## src/sv/mhm_pkg.sv

```systemverilog
`timescale 1ns / 1ps
// Package for the masked histogram matching block: sizes, item and head types,
// and the state encoding of the back end. No dependencies.
package mhm_pkg;

  localparam int CHANNELS          = 3;
  localparam int BINS              = 256;
  localparam int PIX_W             = 8;
  localparam int BIN_IDX_W         = $clog2(BINS);
  localparam int BIN_W             = 21;
  localparam logic [BIN_W-1:0] BIN_MAX = {BIN_W{1'b1}};
  localparam int MAX_REGION_PIXELS = 1048576;
  // Every cumulative sum is bounded by the number of pixels counted in a pass.
  localparam int CDF_W             = $clog2(MAX_REGION_PIXELS + 1);
  localparam int PROD_W            = 2 * CDF_W;
  localparam int PA_W              = $clog2(BINS + 1);
  localparam int CH_W              = (CHANNELS > 1) ? $clog2(CHANNELS) : 1;
  localparam int QUEUE_DEPTH       = 4;
  localparam int QPTR_W            = $clog2(QUEUE_DEPTH);
  localparam int QCNT_W            = $clog2(QUEUE_DEPTH + 1);

  typedef logic [CHANNELS-1:0][PIX_W-1:0] pix_vec_t;

  typedef enum logic [1:0] {
    KIND_GATHER,
    KIND_GATHER_LAST,
    KIND_REPAINT
  } mhm_kind_t;

  typedef struct packed {
    mhm_kind_t kind;
    logic      masked;
    logic      last;
    pix_vec_t  src;
    pix_vec_t  tgt;
  } mhm_item_t;

  typedef struct packed {
    logic      valid;
    mhm_item_t item;
  } mhm_head_t;

  typedef enum logic [2:0] {
    ST_CLEAR,
    ST_IDLE,
    ST_GATHER_WR,
    ST_REPAINT_OUT,
    ST_PREFIX,
    ST_MATCH_RD,
    ST_MATCH_MUL,
    ST_MATCH_CMP
  } mhm_state_t;

endpackage

```

## src/sv/mhm_front.sv

```systemverilog
`timescale 1ns / 1ps
// Front end: accepts pixel transactions, classifies them and keeps them in a
// short queue for the back end. Depends on mhm_pkg.
module mhm_front import mhm_pkg::*; (
  input  logic       clk,
  input  logic       rst,
  input  logic       in_valid,
  output logic       in_stall,
  input  logic       mode,
  input  logic [7:0] src_c0,
  input  logic [7:0] src_c1,
  input  logic [7:0] src_c2,
  input  logic [7:0] tgt_c0,
  input  logic [7:0] tgt_c1,
  input  logic [7:0] tgt_c2,
  input  logic [7:0] mask_byte,
  input  logic       last_pixel,
  input  logic       hold,
  input  logic       pop,
  output mhm_head_t  head
);

  mhm_item_t         queue [QUEUE_DEPTH];
  logic [QPTR_W-1:0] wptr;
  logic [QPTR_W-1:0] rptr;
  logic [QCNT_W-1:0] count;
  mhm_item_t         item_in;
  logic              accept;
  logic              take;

  always_comb begin
    item_in.masked = |mask_byte;
    item_in.last   = last_pixel;
    item_in.src    = {src_c2, src_c1, src_c0};
    item_in.tgt    = {tgt_c2, tgt_c1, tgt_c0};
    if (mode) begin
      item_in.kind = KIND_REPAINT;
    end else if (last_pixel) begin
      item_in.kind = KIND_GATHER_LAST;
    end else begin
      item_in.kind = KIND_GATHER;
    end
  end

  assign in_stall   = hold || (count == QCNT_W'(QUEUE_DEPTH));
  assign accept     = in_valid && !in_stall;
  assign take       = pop && (count != '0);
  assign head.valid = (count != '0);
  assign head.item  = queue[rptr];

  always_ff @(posedge clk) begin
    if (accept) begin
      queue[wptr] <= item_in;
    end
  end

  always_ff @(posedge clk) begin
    if (rst) begin
      wptr  <= '0;
      rptr  <= '0;
      count <= '0;
    end else begin
      if (accept) begin
        wptr <= wptr + 1'b1;
      end
      if (take) begin
        rptr <= rptr + 1'b1;
      end
      if (accept && !take) begin
        count <= count + 1'b1;
      end else if (take && !accept) begin
        count <= count - 1'b1;
      end
    end
  end

endmodule

```

## config.mk

```make
export PLATFORM = sky130hd
export DESIGN_NAME = mhm_front
export DESIGN_NICKNAME = d
export VERILOG_FILES = /design/src/sv/mhm_pkg.sv /design/src/sv/mhm_front.sv
export SDC_FILE = /design/constraint.sdc
export NUM_CORES = 1
export LEC_CHECK = 0
export BUFFER_PORTS_ARGS = -buffer_cell sky130_fd_sc_hd__buf_2
export CORE_MARGIN = 5
export CORE_UTILIZATION = 45
export DETAILED_ROUTE_END_ITERATION = 16
export GPL_TIMING_DRIVEN = 0
export PLACE_DENSITY = 0.76
export SYNTH_ARGS = -nofsm -noshare
export SYNTH_HDL_FRONTEND = slang
export SYNTH_SLANG_ARGS = --single-unit
```

## constraint.sdc

```tcl
create_clock -name clk -period 7.85 [get_ports clk]
set_clock_uncertainty 0.1 [all_clocks]
set_input_delay 0.785 -clock clk [delete_from_list [all_inputs] [get_ports clk]]
set_output_delay 0.785 -clock clk [all_outputs]
set_load 0.02 [all_outputs]
```

Word-level counts from Yosys, hierarchy flattened
Memories as Yosys holds them, arrays and structs flattened. A register that Yosys moved wholly into a read port is not among the register bits. Index checks and enable logic that the tools add are counted.

Register bits after elaboration: 7. Bits in writable memories: 208. Input bits: 63. Output and inout port bits: 54. Word-level logic and storage cells: 28. Memories: 1.

Add/subtract/negate cells: 4. Equal/unequal tests: 1. Muxes and demuxes: 8. Reductions and logical operators: 11.

Memories: queue (words 4, bits a word 52, read ports 1, clocked after memory_dff 1, write ports 1, line mhm_front.sv:23) `mhm_item_t queue [QUEUE_DEPTH];`.

Operators by type and width (number): 8-bit OR reduction (1); 2-bit two-way mux (3); 3-bit two-way mux (2); 2-bit by 1-bit adder with 2-bit output, second input constant (2); 1-bit logical AND (4); 3-bit by 1-bit adder with 3-bit output, second input constant (1); 3-bit == test, second input constant (1); 1-bit logical NOT (3); 1-bit two-way mux (3); 3-bit nonzero test (1); 3-bit by 1-bit subtractor with 3-bit output, second input constant (1); 2-bit nonzero test (1); 1-bit logical OR (1).

Logic depth before layout (Yosys ltp)
Gate-level depths: netlist of run 1.

Depth in word-level cells: 8. Mapped depth: 8. Gate-level depth less buffers: 8.

Worst setup path before layout of run 1
Ideal clock, no wire load.

Kind: in2reg. Start point: input port hold. End point: memory queue[0][0] (netlist name) (enable). Setup time: 0.415 ns. Data arrival time: 2.407 ns. Data required time: 7.335 ns. Setup slack: 4.927 ns. Stages on the path: 3. Buffers on the path: 0. Cell sequence: nand2b_1 -> a21oi_4 -> and2_1.

Word-level cells in the longest chain between the ends: 5.

RTL lines: start: declaration (line mhm_front.sv:18) `input logic hold,`; 1-bit logical OR (line mhm_front.sv:45) `assign in_stall = hold || (count == QCNT_W'(QUEUE_DEPTH));`; 1-bit logical NOT (line mhm_front.sv:46) `assign accept = in_valid && !in_stall;`; 1-bit logical AND (line mhm_front.sv:46); net accept (line mhm_front.sv:28) `logic accept;`; 1-bit two-way mux (line mhm_front.sv:52) `if (accept) begin`; 1-bit two-way mux (not written as such) (line mhm_front.sv:53) `queue[wptr] <= item_in;`; end: declaration (line mhm_front.sv:23).

The timed path passes the listed nets, and every way through them passes these cells.

==> impl_metrics.env, run 1 <==
export IMPL_postRouteAntennaNets=0
export IMPL_final_area_um2=9647
export IMPL_die_area_um2=20710
export IMPL_ir_drop_uv=185.1
export IMPL_slew_headroom=0.4293
export IMPL_ys_ff_latch=217
export IMPL_reg2regPathDepth=8
export IMPL_drtPass1Iterations=4
export IMPL_critPathKind="reg2out"
export IMPL_clock_root_buffer="clkbuf_16"
export IMPL_hold_viol_final=0
export IMPL_cts_buffers=22
export IMPL_ys_flop_type="edfxtp_1"
export IMPL_p_seq_frac=0.434
export IMPL_start_util=0.4538
export IMPL_hpwl_um=8660
export IMPL_yosysTopAreaCell="edfxtp_1"
export IMPL_maxCapViolations=0
export IMPL_cts_sinks=217
export IMPL_track_usage=0.1434
export IMPL_yosysSeqAreaShare=0.7965
export IMPL_slowest_stage="buf_2"
export IMPL_p_leak_uw=0.003270
export IMPL_synth_commonest_cells="208 x edfxtp_1, 50 x mux4_2, 9 x dfxtp_1"
export IMPL_synthCells=325
export IMPL_fin_crit_sh=0.3815
export IMPL_combPwrFrac=0.245
export IMPL_syn_avg_cell_area_um2=24.82
export IMPL_hold_end="queue[2][33]$_DFFE_PP_"
export IMPL_area_delta_synth_final_pct=19.57
export IMPL_cts_path_max_buffers=3
export IMPL_setup_viol=0
export IMPL_core_um2=17780
export IMPL_synth_edff_count=208
export IMPL_p_int_uw=2285
export IMPL_wl_per_cell_um=20.52
export IMPL_clk_latency_ps=490
export IMPL_r2r_end="count[2]$_SDFFE_PP0P_"
export IMPL_hold_start="src_c1[1]"
export IMPL_synthMostInstantiatedCell="edfxtp_1"
export IMPL_ys_warn_count=0
export IMPL_p_sw_uw=841.3
export IMPL_max_stage_delay_ps=390
export IMPL_cp_buffers_inverters=3
export IMPL_grt_overflow_total=0
export IMPL_path_cells="clkbuf_1, buf_2, mux4_2, buf_2"
export IMPL_cts_setup_buffers=0
export IMPL_switching_share=0.2691
export IMPL_startpoint_type="flop"
export IMPL_cts_resized=0
export IMPL_tightest_slew_ps=856.0
export IMPL_crit_fanout=10
export IMPL_r2r_start="count[0]$_SDFFE_PP0P_"
export IMPL_io_buffers=115
export IMPL_drt_iter0_drc=158
export IMPL_worst_setup_path_end_kind="primary output"
export IMPL_p_clk_frac=0.321
export IMPL_rows=49
export IMPL_synth_fp_nets=394
export IMPL_drive_gt1_frac=0.4500
export IMPL_rsz0062_at_grt="no"
export IMPL_hp_class="in2reg"
export IMPL_fmax_mhz=333.9
export IMPL_grt_pass1_vias=4074
export IMPL_nFillCells=1378
export IMPL_layout_min_cycle_time_ps=2995
export IMPL_die_x_um=143.9
export IMPL_synth_area_leaders="edfxtp_1 77%, mux4_2 14%, dfxtp_1 2.2%"
export IMPL_gp_congestion=0.7090
export IMPL_path_delay_family="buffers and inverters"
export IMPL_drc_errors=0
export IMPL_antenna_found_initial=1
export IMPL_arrival_ps=2110
export IMPL_pin_count=117
export IMPL_clkSlewWorstSetupHoldPaths_ps=60
export IMPL_drt_vias_per_instance=5.166
export IMPL_drt_wl_total_um=14550
export IMPL_cts_tree="done"
export IMPL_synth_top_area_frac=0.7742
export IMPL_status="completed"
export IMPL_slew_violations=0
export IMPL_htreeDepth=1
export IMPL_grt_start_max_net_pins=53
export IMPL_cpMostUsedCell="buf_2"
export IMPL_whs_path_depth=1
export IMPL_ys_types=27
export IMPL_grt_pass1_wl_um=22490
export IMPL_async_flop_share=0
export IMPL_die_h_um=143.9
export IMPL_placed_area_um2=8940
export IMPL_regToRegSetupSlack_ps=5450
export IMPL_nets=533
export IMPL_synth_area_um2=8068
export IMPL_dr_total_vias=3663
export IMPL_diodes=0
export IMPL_worstPathRequired_ps=6960
export IMPL_totalNegativeSetupSlack_ps=0
export IMPL_postCtsHoldBufs=0
export IMPL_powerDensity_nw_per_um2=324.1
==> sequential cells by signal (all words and copies together), names as in the netlist, named ones only <==
register  flops
rptr          2
queue       208
wptr          2
count         3
==> power by group through the flow <==
| stage | Clock [uW] | Combinational (uW) | Sequential (uW) |
|---|---|---|---|
| floorplan | 0 | 561 | 1370 |
| global placement | 0 | 767 | 1380 |
| detailed placement | 0 | 783 | 1380 |
| CTS | 1030 | 788 | 1360 |
| global route | 1090 | 825 | 1360 |
| finish | 1000 | 767 | 1360 |
==> placed cells by master (no fill, tap or decap), drive strengths merged <==
master	n
nor2	8
clkinv	12
dfxtp	9
buf	126
o311ai	1
mux2i	2
mux4	52
edfxtp	208
nor4	2
ha	5
xor2	4
a21o	1
and2	4
inv	4
clkbuf	27
bufinv	2
o21ai	1
fa	1
a21oi	2
o31ai	1
or3	2
nor2b	1
nand2	1
nand2b	3
mux2	1
==> final cells by class <==
class / instances / area, um2 / share of cell area
clock buffers: 25 / 583.1 / 0.06044
multi-input cells: 92 / 1496 / 0.1551
clock inverters: 15 / 123.9 / 0.01284
flip-flops and latches: 217 / 6426 / 0.6661
inverters: 3 / 11.26 / 0.001167
well taps: 229 / 286.5 / 0.02970
repair buffers: 115 / 575.6 / 0.05966
plain buffers: 13 / 143.9 / 0.01492
==> worst max path at each step <==
stage	from	endpoint	slack, ps	cells after the start
finish	flop	head[51]	4850	4
global route	flop	head[51]	4730	4
CTS	flop	head[51]	4760	4
detailed placement	hold	count[2]$_SDFFE_PP0P_	5030	9
global placement	hold	queue[0][16]$_DFFE_PP_	3830	4
floorplan	hold	queue[0][0]$_DFFE_PP_	4930	3
==> cells by family (layout without fill, tap and decap cells) <==
family,Yosys count,in the layout,synth area share
flops,217,217,0.7965
mux,55,55,0.1500
simple gates,21,21,0.01349
buf+inv,16,171,0.01923
fa+ha+maj,6,6,0.01024
compound gates,6,6,0.006204
xor+xnor,4,4,0.004342
==> layer usage <==
| metal | vias up | GRT usage | routed length (um) |
|---|---|---|---|
| met5 | - | 0 | 7 |
| met4 | 2 | 0.03221 | 153 |
| met3 | 15 | 0.03594 | 909 |
| met2 | 98 | 0.2484 | 7497 |
| met1 | 1893 | 0.1841 | 5982 |
| li1 | 1655 | - | - |
==> through the flow <==
| step | total power [uW] | hold slack [ps] | std cells | setup slack [ps] | util |
|---|---|---|---|---|---|
| after CTS | 3170 | 389.3 | 709 | 4760 | 0.5426 |
| after floorplan | 1936 | 382.0 | 325 | 4927 | - |
| final | 3126 | 408.2 | 709 | 4855 | 0.5426 |
| after detailed placement | 2164 | 412.7 | 669 | 5033 | 0.5028 |
| after global placement | 2145 | 390.2 | 669 | 3830 | 0.5023 |
| after global routing | 3272 | 385.9 | 709 | 4727 | 0.5426 |
Note: power is estimated with default switching activity, not from simulation.
==> inputs of run 2 (changes only) <==
--- a/config.mk
+++ b/config.mk
@@ -10,7 +10,7 @@
 export CORE_UTILIZATION = 45
 export DETAILED_ROUTE_END_ITERATION = 16
 export GPL_TIMING_DRIVEN = 0
-export PLACE_DENSITY = 0.76
+export PLACE_DENSITY = 0.79
 export SYNTH_ARGS = -nofsm -noshare
 export SYNTH_HDL_FRONTEND = slang
 export SYNTH_SLANG_ARGS = --single-unit
==> constraint.sdc (replaced) <==
create_clock -name clk -period 2.5 [get_ports clk]
set_clock_uncertainty 0.1 [all_clocks]
set_input_delay 0.25 -clock clk [delete_from_list [all_inputs] [get_ports clk]]
set_output_delay 0.25 -clock clk [all_outputs]
set_load 0.02 [all_outputs]
==> run 2 against run 1 <==
Flip-flop and latch count unchanged. Design area up 5.8%. Register-to-register slack worse by 5300 ps. First-iteration DRC count grew 8.2%. Power increased to 3.2 times the previous value. Sequential power increased to 3.1 times the previous value. Routed wire length up 0.40%. Sequential share of layout area shrank 3.7 points. Utilization rose by 3.2 points. Die area is the same. Non-clock buffer count increased by 53. Worst hold slack got worse by 340 ps. Critical endpoint is now count[2]$_SDFFE_PP0P_. Largest cell class unchanged.
==> impl_metrics.env, run 2 (synthesis results as in run 1) <==
export IMPL_status="completed"
export IMPL_setup_viol=0
export IMPL_drt_vias_per_instance=5.067
export IMPL_grt_pass1_vias=4304
export IMPL_drc_errors=0
export IMPL_hpwl_um=8494
export IMPL_cts_path_max_buffers=3
export IMPL_drtPass1Iterations=4
export IMPL_nets=586
export IMPL_arrival_ps=2650
export IMPL_ir_drop_uv=551.4
export IMPL_htreeDepth=1
export IMPL_tightest_slew_ps=835.5
export IMPL_hp_class="in2reg"
export IMPL_grt_start_max_net_pins=53
export IMPL_clock_root_buffer="clkbuf_16"
export IMPL_layout_cells_most_common="edfxtp_1"
export IMPL_p_leak_uw=0.003496
export IMPL_cts_sinks=217
export IMPL_drt_wl_total_um=14610
export IMPL_clkSlewWorstSetupHoldPaths_ps=60
export IMPL_clk_latency_ps=490
export IMPL_p_sw_uw=2622
export IMPL_switching_share=0.2637
export IMPL_crit_fanout=7
export IMPL_io_buffers=115
export IMPL_rows=49
export IMPL_p_int_uw=7322
export IMPL_final_cell_count_no_fill=763
export IMPL_area_delta_synth_final_pct=26.57
export IMPL_top_register="queue"
export IMPL_rsz0062_at_grt="no"
export IMPL_cts_buffers=22
export IMPL_place_inst=669
export IMPL_worst_setup_path_end_kind="flop"
export IMPL_powerDensity_nw_per_um2=973.9
export IMPL_core_um2=17780
export IMPL_layout_common_cells="208 x edfxtp_1, 120 x buf_2, 54 x dlygate4sd3_1"
export IMPL_antenna_found_initial=1
export IMPL_grt_overflow_total=0
export IMPL_worstPathRequired_ps=2810
export IMPL_combPwrFrac=0.245
export IMPL_wl_per_cell_um=19.14
export IMPL_startpoint_type="flop"
export IMPL_fin_crit_sh=0.9371
export IMPL_largest_register_ffs=208
export IMPL_p_clk_frac=0.326
export IMPL_track_usage=0.1437
export IMPL_pin_count=117
export IMPL_hold_viol_final=0
export IMPL_die_area_um2=20710
export IMPL_top_regs="queue x208, count x3"
export IMPL_die_h_um=143.9
export IMPL_drt_iter0_drc=171
export IMPL_fmax_mhz=426.8
export IMPL_p_seq_frac=0.429
export IMPL_cts_tree="done"
export IMPL_postRouteAntennaNets=0
export IMPL_grt_pass1_wl_um=22910
export IMPL_maxCapViolations=0
export IMPL_drive_gt1_frac=0.4053
export IMPL_totalNegativeSetupSlack_ps=0
export IMPL_gp_congestion=0.7161
export IMPL_layout_min_cycle_time_ps=2343
export IMPL_slew_headroom=0.4430
export IMPL_dr_total_vias=3866
export IMPL_slew_violations=0
export IMPL_start_util=0.4538
export IMPL_die_x_um=143.9
export IMPL_critPathKind="reg2reg"
run 2: final cells by class:
class	count	area, um2
well taps	229	286.5
diodes	1	2.502
multi-input cells	92	1496
flip-flops and latches	217	6427
clock buffers	31	635.6
clock inverters	9	95.09
plain buffers	12	140.1
fillers	1336	7569
repair buffers	169	1116
inverters	3	11.26
run 2: per-layer routing:
metal  global-route usage  up-vias  routed length [um]
li1                     -     1760                   -
met1               0.1903     1963                6051
met2               0.2455      119                7425
met3              0.02862       24                 874
met4              0.03816        0                 256
met5                    0        -                   0
run 2: power groups by stage:
stage                     logic [uW]  registers [uW]  clock network (uW)
after global placement          2390            4320                   0
after global routing            2620            4280                3510
after CTS                       2510            4260                3330
after detailed placement        2440            4330                   0
final                           2440            4260                3250
after floorplan                 1760            4310                   0
run 2: worst max-delay path, cell delays in order, from the launching register on:
cell,delay (ps)
dfxtp_1,450
nor2_1,130
a21oi_4,270
ha_1,250
inv_1,70
fa_1,380
xor2_1,160
or3_1,310
a21oi_1,160
run 2: worst paths after layout:
| kind | cells past startpoint | slack [ps] | start | to |
|---|---|---|---|---|
| setup reg to reg | 8 | 160 | count[1]$_SDFFE_PP0P_ | count[2]$_SDFFE_PP0P_ |
| hold / removal | 4 | 60 | pop | rptr[0]$_SDFFE_PP0P_ |
| hold reg to reg | 2 | 430 | rptr[1]$_SDFFE_PP0P_ | rptr[1]$_SDFFE_PP0P_ |
| setup / recovery | 8 | 160 | count[1]$_SDFFE_PP0P_ | count[2]$_SDFFE_PP0P_ |
run 2: per-stage QoR:
| step | total power [uW] | utilization | hold WS, ps | area (um2) | worst slack [ps] |
|---|---|---|---|---|---|
| 2_1_floorplan | 6075 | - | 248.9 | 8073 | 429.6 |
| 3_3_place_gp | 6711 | 0.5025 | 359.6 | 8935 | -23.59 |
| 3_5_place_dp | 6770 | 0.5028 | 367.9 | 8940 | 158.8 |
| 4_1_cts | 10100 | 0.5743 | 37.68 | 10210 | 28.35 |
| 5_1_grt | 10410 | 0.5743 | 75.55 | 10210 | 32.45 |
| 6_report | 9944 | 0.5743 | 64.39 | 10210 | 157.2 |
run 2: what timing repair did:
item | in CTS | in global routing
resized for setup | 0 | 1
setup buffers | 0 | 0
hold buffers | 54 | 0
endpoints found under the hold margin | 205 | 0
setup endpoints to repair | 0 | 37
==> inputs of run 3 (changes only) <==
--- a/config.mk
+++ b/config.mk
@@ -11,6 +11,8 @@
 export DETAILED_ROUTE_END_ITERATION = 16
 export GPL_TIMING_DRIVEN = 0
 export PLACE_DENSITY = 0.79
+export REMOVE_ABC_BUFFERS = 1
+export SKIP_CTS_REPAIR_TIMING = 1
 export SYNTH_ARGS = -nofsm -noshare
 export SYNTH_HDL_FRONTEND = slang
 export SYNTH_SLANG_ARGS = --single-unit
==> run 3 against run 2 <==
Critical path depth did not move. Routed wire length rose by 2.9%. Register-to-register slack got worse by 50 ps. Global-route usage fell by 0.41 points. Largest cell class unchanged. Largest power group unchanged.
==> impl_metrics.env, run 3 (synthesis results as in run 1) <==
export IMPL_antenna_found_initial=0
export IMPL_drt_wl_total_um=15040
export IMPL_crit_fanout=7
export IMPL_die_h_um=143.9
export IMPL_pin_count=117
export IMPL_path_cells="nor2_1, a21oi_4, ha_1, inv_1, fa_1, xor2_1, or3_1, a21oi_1"
export IMPL_drtPass1Iterations=4
export IMPL_worstPathRequired_ps=2820
export IMPL_max_stage_delay_ps=450
export IMPL_nets=576
export IMPL_grtUsageMet1=0.1821
export IMPL_drt_vias_per_instance=5.202
export IMPL_clk_latency_ps=490
export IMPL_io_buffers=116
export IMPL_core_um2=17780
export IMPL_powerDensity_nw_per_um2=983.8
export IMPL_cp_buffers_inverters=1
export IMPL_grt_pass1_wl_um=22160
export IMPL_arrival_ps=2710
export IMPL_clkSlewWorstSetupHoldPaths_ps=60
export IMPL_top_register="queue"
export IMPL_status="completed"
export IMPL_htreeDepth=1
export IMPL_final_cell_count_no_fill=753
export IMPL_hold_viol_final=0
export IMPL_maxCapViolations=0
export IMPL_area_delta_synth_final_pct=25.61
export IMPL_cts_path_max_buffers=3
export IMPL_drive_gt1_frac=0.3958
export IMPL_start_util=0.4538
export IMPL_cts_sinks=217
export IMPL_startpoint_type="flop"
export IMPL_hp_class="in2reg"
export IMPL_totalNegativeSetupSlack_ps=0
export IMPL_fin_crit_sh=0.9558
export IMPL_dr_total_vias=3917
export IMPL_cts_buffers=23
export IMPL_drt_iter0_drc=180
export IMPL_rows=49
export IMPL_postRouteAntennaNets=0
export IMPL_fin_util=0.5700
export IMPL_die_x_um=143.9
export IMPL_gp_congestion=0.6669
export IMPL_place_inst=658
export IMPL_tightest_slew_ps=841.8
export IMPL_slew_headroom=0.4388
export IMPL_track_usage=0.1396
export IMPL_slew_violations=0
export IMPL_busiest_layer="met2"
export IMPL_fmax_mhz=418.5
export IMPL_layout_cells_most_common="edfxtp_1"
export IMPL_layout_common_cells="208 x edfxtp_1, 116 x buf_2, 51 x dlygate4sd3_1"
export IMPL_path_delay_family="adder cells"
export IMPL_setup_viol=0
export IMPL_critPathKind="reg2reg"
export IMPL_clock_root_buffer="clkbuf_16"
export IMPL_use_met3=0.03295
export IMPL_p_leak_uw=0.003445
export IMPL_ir_drop_uv=954.5
export IMPL_die_area_um2=20710
export IMPL_nFillCells=1307
export IMPL_hpwl_um=8143
export IMPL_grt_met2_usage=0.2376
export IMPL_grt_start_max_net_pins=53
export IMPL_largest_register_ffs=208
export IMPL_drc_errors=0
export IMPL_top_regs="queue x208, count x3"
export IMPL_worst_setup_path_end_kind="flop"
export IMPL_layout_min_cycle_time_ps=2389
export IMPL_wl_per_cell_um=19.97
export IMPL_cts_tree="done"
export IMPL_grt_pass1_vias=4059
export IMPL_slowest_stage="dfxtp_1"
export IMPL_grt_overflow_total=0
run 3: cell types whose count changed in the layout (fill, tap and decap cells not counted), sizes merged:
cell and delta:
clkinv -1, buf -7, clkinvlp -1, dlygate4sd3 -3, bufinv +1, clkbuf +1
run 3: worst register-to-register path, delay by kind of cell (launching register included):
family | cells | cell delay, ps
compound gates | 2 | 470
fa+ha+maj | 2 | 620
simple gates | 2 | 460
buf+inv | 1 | 60
flops | 1 | 450
xor+xnor | 1 | 160
run 3: final timing paths:
check,from,endpoint,slack [ps],cells after the start
setup / recovery,count[0]$_SDFFE_PP0P_,count[2]$_SDFFE_PP0P_,110,8
hold / removal,mask_byte[6],queue[2][49]$_DFFE_PP_,5,3
setup reg to reg,count[0]$_SDFFE_PP0P_,count[2]$_SDFFE_PP0P_,110,8
hold reg to reg,rptr[1]$_SDFFE_PP0P_,flop,440,2
run 3: per-layer routing:
layer  part of all wire  vias up
li1                   -     1738
met1               0.40     2047
met2               0.53      106
met3              0.059       26
met4              0.018        0
met5                  0        -
run 3: stage by stage:
step	cell area, um2	setup WS, ps	total power, uW	hold WS [ps]
after floorplan	7924	-887.8	5894	219.1
after global placement	8791	-1947	6465	358.9
after detailed placement	8836	150.9	6599	367.5
after CTS	9580	-207.4	9944	-155.1
after global routing	10130	-2.901	10430	4.966
final	10130	110.5	9970	5.453
run 3: report_power, final:
group          internal [uW]  switching (uW)  total (uW)
Combinational           1090            1210        2290
Clock                   2060            1270        3330
Sequential              4190             154        4350
run 3: cell type report:
cell class	instances	area, um2	share of cell area
clock inverter	8	111.4	0.01099
inverter	3	11.26	0.001111
sequential	217	6434	0.6349
clock buffer	33	633.1	0.06248
tap	229	286.5	0.02828
timing repair buffer	170	1159	0.1143
antenna	1	2.502	0.0002469
multi-input combinational	92	1496	0.1477
